File: src/hw/rtl/quicksort_key_sorter_assert.svh
// assertion macros for the key sorter
// used by quicksort_key_sorter.sv, expects clk and rst_n in scope
`ifndef QUICKSORT_KEY_SORTER_ASSERT_SVH
`define QUICKSORT_KEY_SORTER_ASSERT_SVH
`ifndef SYNTHESIS
`define QKS_ASSERT(label, prop, msg) \
  label: assert property (@(posedge clk) disable iff (!rst_n) prop) else $error(msg);
`define QKS_ASSERT_ALWAYS(label, prop, msg) \
  label: assert property (@(posedge clk) prop) else $error(msg);
`else
`define QKS_ASSERT(label, prop, msg)
`define QKS_ASSERT_ALWAYS(label, prop, msg)
`endif
`endif

File: src/hw/rtl/qks_pkg.sv
// shared types and constants for the key sorter
// no dependencies
package qks_pkg;

  localparam int DATA_W = 32;

  typedef struct packed {
    logic load;   // insert the broadcast key
    logic shift;  // move every key one cell toward the head
  } cell_ctrl_t;

  typedef struct packed {
    logic valid;  // cell holds a key
    logic gt;     // cell key above the broadcast key, or cell empty
  } cell_link_t;

endpackage

File: src/hw/rtl/qks_cell.sv
// one cell of the sorting chain: holds a key, inserts or shifts toward the head
// depends on qks_pkg
module qks_cell #(
  parameter int KW = 32
) (
  input  logic                 clk,
  input  logic                 rst_n,
  input  qks_pkg::cell_ctrl_t  ctrl,
  input  logic [KW-1:0]        ins_key,
  input  logic [KW-1:0]        prev_key,
  input  qks_pkg::cell_link_t  prev_link,
  input  logic [KW-1:0]        next_key,
  input  logic                 next_valid,
  output logic [KW-1:0]        key_q,
  output qks_pkg::cell_link_t  link
);
  import qks_pkg::*;

  logic [KW-1:0] key_r, key_nxt;
  logic          valid_r, valid_nxt;
  logic          gt;

  assign gt         = !valid_r || (key_r > ins_key);
  assign link.valid = valid_r;
  assign link.gt    = gt;
  assign key_q      = key_r;

  always_comb begin
    key_nxt   = key_r;
    valid_nxt = valid_r;
    if (ctrl.shift) begin
      key_nxt   = next_key;
      valid_nxt = next_valid;
    end else if (ctrl.load && gt) begin
      // first cell above the new key takes it, the rest take their left neighbor
      key_nxt   = prev_link.gt ? prev_key : ins_key;
      valid_nxt = valid_r | prev_link.valid;
    end
  end

  always_ff @(posedge clk) begin
    if (!rst_n) begin
      valid_r <= 1'b0;
    end else begin
      valid_r <= valid_nxt;
    end
  end

  always_ff @(posedge clk) begin
    key_r <= key_nxt;
  end

endmodule

File: config.mk
export PLATFORM = sky130hd
export DESIGN_NAME = qks_cell
export DESIGN_NICKNAME = d
export VERILOG_FILES = /design/src/hw/rtl/quicksort_key_sorter_assert.svh /design/src/hw/rtl/qks_pkg.sv /design/src/hw/rtl/qks_cell.sv
export SDC_FILE = /design/constraint.sdc
export NUM_CORES = 1
export LEC_CHECK = 0
export BUFFER_PORTS_ARGS = -buffer_cell sky130_fd_sc_hd__buf_2
export CAP_MARGIN = 20
export CORE_ASPECT_RATIO = 1.75
export CORE_UTILIZATION = 31
export DETAILED_ROUTE_END_ITERATION = 8
export SLEW_MARGIN = 10
export SYNTH_ARGS = -nofsm -noshare
export SYNTH_HDL_FRONTEND = slang
export SYNTH_SLANG_ARGS = --single-unit
File: constraint.sdc
create_clock -name clk -period 3.3 [get_ports clk]
set_input_delay 0.165 -clock clk [delete_from_list [all_inputs] [get_ports clk]]
set_output_delay 0.165 -clock clk [all_outputs]
set_load 0.05 [all_outputs]
# ---- Word-level counts from Yosys, hierarchy flattened
# Index checks and enable logic that the tools add are counted.
dict set report totals {
  mem_bits_rw 0
  latchBits 0
  n_memories 0
  out_inout_bits 34
  input_bits 103
  regBits 33
  wordCells 13
  rom_bits 0
}
dict set report classes {
  bitwise 1
  div_mod_pow 0
  multipliers 0
  shift 0
  n_addsub 0
  n_lt_le_gt_ge 1
  eq_ne 0
  n_reduce_logical 4
  muxes 5
}
# op n
set ops {}
lappend ops {{two-way mux 32 bit} 3}
lappend ops {{> comparator 32 bit} 1}
lappend ops {{two-way mux 1 bit} 2}
lappend ops {{nonzero test 2 bit} 1}
lappend ops {{logical AND 1 bit} 1}
lappend ops {{zero test 1 bit} 1}
lappend ops {{logical OR 1 bit} 1}
lappend ops {{OR 1 bit} 1}

# ---- Longest topological paths before layout
dict set report logic_depth {
  ltp_word 5
  depth_mapped 8
  mapped_depth_nobuf 7
}

# ---- Least setup slack after synthesis
# Ideal clock, no wire load.
dict set report synth_path {
  kind {reg2reg}
  from {register key_r[1] (netlist: key_q[1])}
  to {register key_r[0] (netlist: key_q[0]), enable pin}
  setup_slack_ns -0.597
  synth_period_minus_slack_ns 3.897
  setup_time_ns 0.440
  stages_incl_launch_ff 7
  t_required_ns 2.860
  t_arrival_ns 3.457
  n_path_buf 0
  cell_sequence {edfxtp_1 -> ha_1 -> nor2b_1 -> o211ai_1 -> a2111oi_0 -> o31ai_2 -> a41oi_1}
}
dict set report synth_between {
  elab_chain_len 4
}
# element line
set synth_rtl {}
lappend synth_rtl {{from (decl)} qks_cell.sv:19} ;# logic [KW-1:0] key_r, key_nxt;
lappend synth_rtl {{from (signal assigned)} qks_cell.sv:50} ;# key_r <= key_nxt;
lappend synth_rtl {{> comparator 32 bit} qks_cell.sv:23} ;# assign gt = !valid_r || (key_r > ins_key);
lappend synth_rtl {{logical OR 1 bit} qks_cell.sv:23}
lappend synth_rtl {{logical AND 1 bit} qks_cell.sv:34} ;# end else if (ctrl.load && gt) begin
lappend synth_rtl {{nonzero test 2 bit (no source line)} n/a}
# No other way between the ends.
# A chain may end at the register's enable or synchronous reset.

# ---- Worst setup path after layout
dict set report layout_path {
  from {register key_r[14] (netlist: key_q[14])}
  to {register key_r[17] (netlist: key_q[17]), enable pin}
}
# The elaborated chain is that of the path after synthesis.

==> run summary <==
Total negative slack = 0 ns
Largest net degree at the start of global routing = 36
Core outline area = 0.00767 mm²
Final setup vio count = 0
Average size of a mapped cell = 9.56 µm²
Met2 global-route usage = 0.322
CP cell instances = ha_1 > nand4_1 > a2111oi_0 > o31ai_2 > a41oi_4 > buf_16
First-pass GRT wire length = 10,700 µm
CTS Hold Bufs = 0
Clock transition at path regs = 0.05 ns
# Post-CTS Setup Buffers = 0
Crit path kind = reg2reg
Fin cells = 482
Share of the yosys chip area belonging to registers = 0.393
Routability congestion estimate = 0.812
Grt met1 use = 0.171
Syn Inst Count = 261
Hold Crit Depth = 3
Worst Path Required = 3.28 ns
Maximum vdd drop = 246 µV
Initial core utilization = 0.325
Actual slew at the worst max-slew pin = 0.973 ns
Overall Power = 1490 µW
Initial antenna violation count = 0
H-tree depth = 2
Number of port buffers = 136
Post-route DRC = 0
Initial DRC Count = 73
DRT Wirelength = 6750 µm
Met3 Use GR = 0.0267
Max incr delay on CP = 0.58 ns
Cts repair resizes = 0
Arr. time, crit path = 2.72 ns
Vias per inst = 4.82
Via count = 2,321
Hold Path Class = in2reg
Reg2Reg Setup Slack = 0.55 ns
ANT nets after route = 0
Max Clock Freq = 364 MHz
Slew headroom = 0.351
Chip Height = 121 µm
Yosys reg bits = 33
Worst-skew pair later-pin latency = 0.27 ns
RSZ-0062 raised after global routing = false
Total die area = 0.00842 mm²
Inst Count DP = 474
Clk buf depth = 2
Pleak = 0.00180 µW
Avg WL per Cell = 14.0 µm
Final period demand of the worst path = 2.75 ns
Crit start category = register
Worst Hold Launch = next_key[10]
Fin util = 0.445
Critical-path top delay cell = a2111oi_0
First-pass detailed-route iteration total = 4
Crit-path max FO = 21
CTS Buf Count = 5
Diodes inserted = 0
Pwr dens = 435 mW/mm²
Status = finished clean
Period utilization = 0.833
Clk root buf = clkbuf_16
Crit path capture type = register
Slew Viols, Final = 0
Vias in the first global route = 2,323
Netlist cell types = 29
Area grow syn2layout = 36.9%
IO Pins = 137
Worst reg2reg path depth = 6
Start point of the critical path = key_q[14]$_DFFE_PP_
Final hold vios = 0
Sink Count = 33
Post-Route Skew = 0.00485 ns
Nets = 528
Final Worst Setup Slack = 0.552 ns
R2r startpoint = key_q[14]$_DFFE_PP_
Synthesized cell area = 0.00249 mm²
GRT Resource Usage Total = 0.166
Yosys warning total = 0
Maxcap violations = 0
CTS tree = yes
Die W = 69.8 µm
GR peak layer = met2
Share of post-route cells with drive strength above 1 = 0.371
GRT Residual Overflow = 0
Row cnt = 42
Post-Syn Nets = 396
Post-place setup slack = 0.495 ns
Post-DP HPWL = 5630 µm
## where the power goes
group | switching, µW | total, µW | internal (µW)
combinational | 335 | 505 | 170
sequential | 25.2 | 545 | 520
clock | 157 | 437 | 280
total | 518 | 1490 | 970
## cell type report
type | count | area (µm²)
Multi-Input combinational cell | 182 | 1350
Tap cell | 88 | 110
Clock buffer | 8 | 136
Inverter | 33 | 124
Fill cell | 760 | 4260
Timing Repair Buffer | 138 | 716
Sequential cell | 33 | 981
## sequential cells by signal, indices dropped and copies added (netlist names)
signal   cells
key_q       32
valid_r      1
## logic make-up (layout without fill, tap and decap cells)
kind of cell               Yosys count  in the layout  share of synthesized area
adders and majority gates           32             32                      0.160
muxes                               32             32                      0.128
and+or+nand+nor                     55             55                     0.0993
DFF                                 33             33                      0.393
AOI/OAI and AO/OA                   63             63                      0.145
buffers and inverters               46            179                     0.0737
## final timing paths
| kind | to |
|---|---|
| worst min register to register | valid_r$_SDFFE_PN0P_ |
| worst min-delay path | key_q[10]$_DFFE_PP_ |
| worst max-delay path | key_q[17]$_DFFE_PP_ |
| worst max register to register | key_q[17]$_DFFE_PP_ |
## synth_stat cells (all sizes together)
library cell / n / area, µm²
a21oi: 14 / 70.1
nor2b: 1 / 6.26
nand2: 36 / 135
nand4: 8 / 50.1
and3: 1 / 6.26
ha: 32 / 400
a2111oi: 1 / 8.76
a41o: 1 / 10.0
buf: 5 / 30.0
inv: 33 / 124
dfxtp: 1 / 20.0
a41oi: 1 / 8.76
a31oi: 1 / 6.26
a221o: 2 / 20.0
nor4: 2 / 18.8
nand3: 3 / 15.0
o21ai: 36 / 180
edfxtp: 32 / 961
o31ai: 1 / 12.5
a211oi: 1 / 7.51
clkbuf: 8 / 30.0
nor3: 1 / 5.00
a21o: 4 / 30.0
nor2: 3 / 11.3
o211ai: 1 / 7.51
mux2i: 32 / 320
## routing by layer
metal | wire length, µm | part of all wire | vias up
li1 | - | - | 1208
met1 | 2500 | 0.37 | 1016
met2 | 3790 | 0.56 | 85
met3 | 299 | 0.044 | 12
met4 | 164 | 0.024 | 0
met5 | 0 | 0 | -
## cell usage in the layout, fill, tap and decap left out, types with 5 or more instances in the layout
cell	Yosys	layout
edfxtp_1	32	32
nand2_1	36	36
nand4_1	8	8
a21oi_1	14	14
buf_2	3	136
o21ai_0	35	35
ha_1	32	32
mux2i_1	32	32
clkbuf_16	0	5
inv_1	33	33
## worst max-delay path: cells and delay by family, from the launching register on
family	cells	cell delay, ns
simple gates	1	0.22
compound gates	3	1.30
flops	1	0.38
buf+inv	1	0.24
fa+ha+maj	1	0.30
## stage by stage
stage,cell area (µm²),hold slack [ns]
floorplan,2500,0.303
global placement,3250,0.431
detailed placement,3280,0.447
CTS,3420,0.161
global route,3420,0.168
finish,3420,0.165
Power figures use the tool's default switching activity.
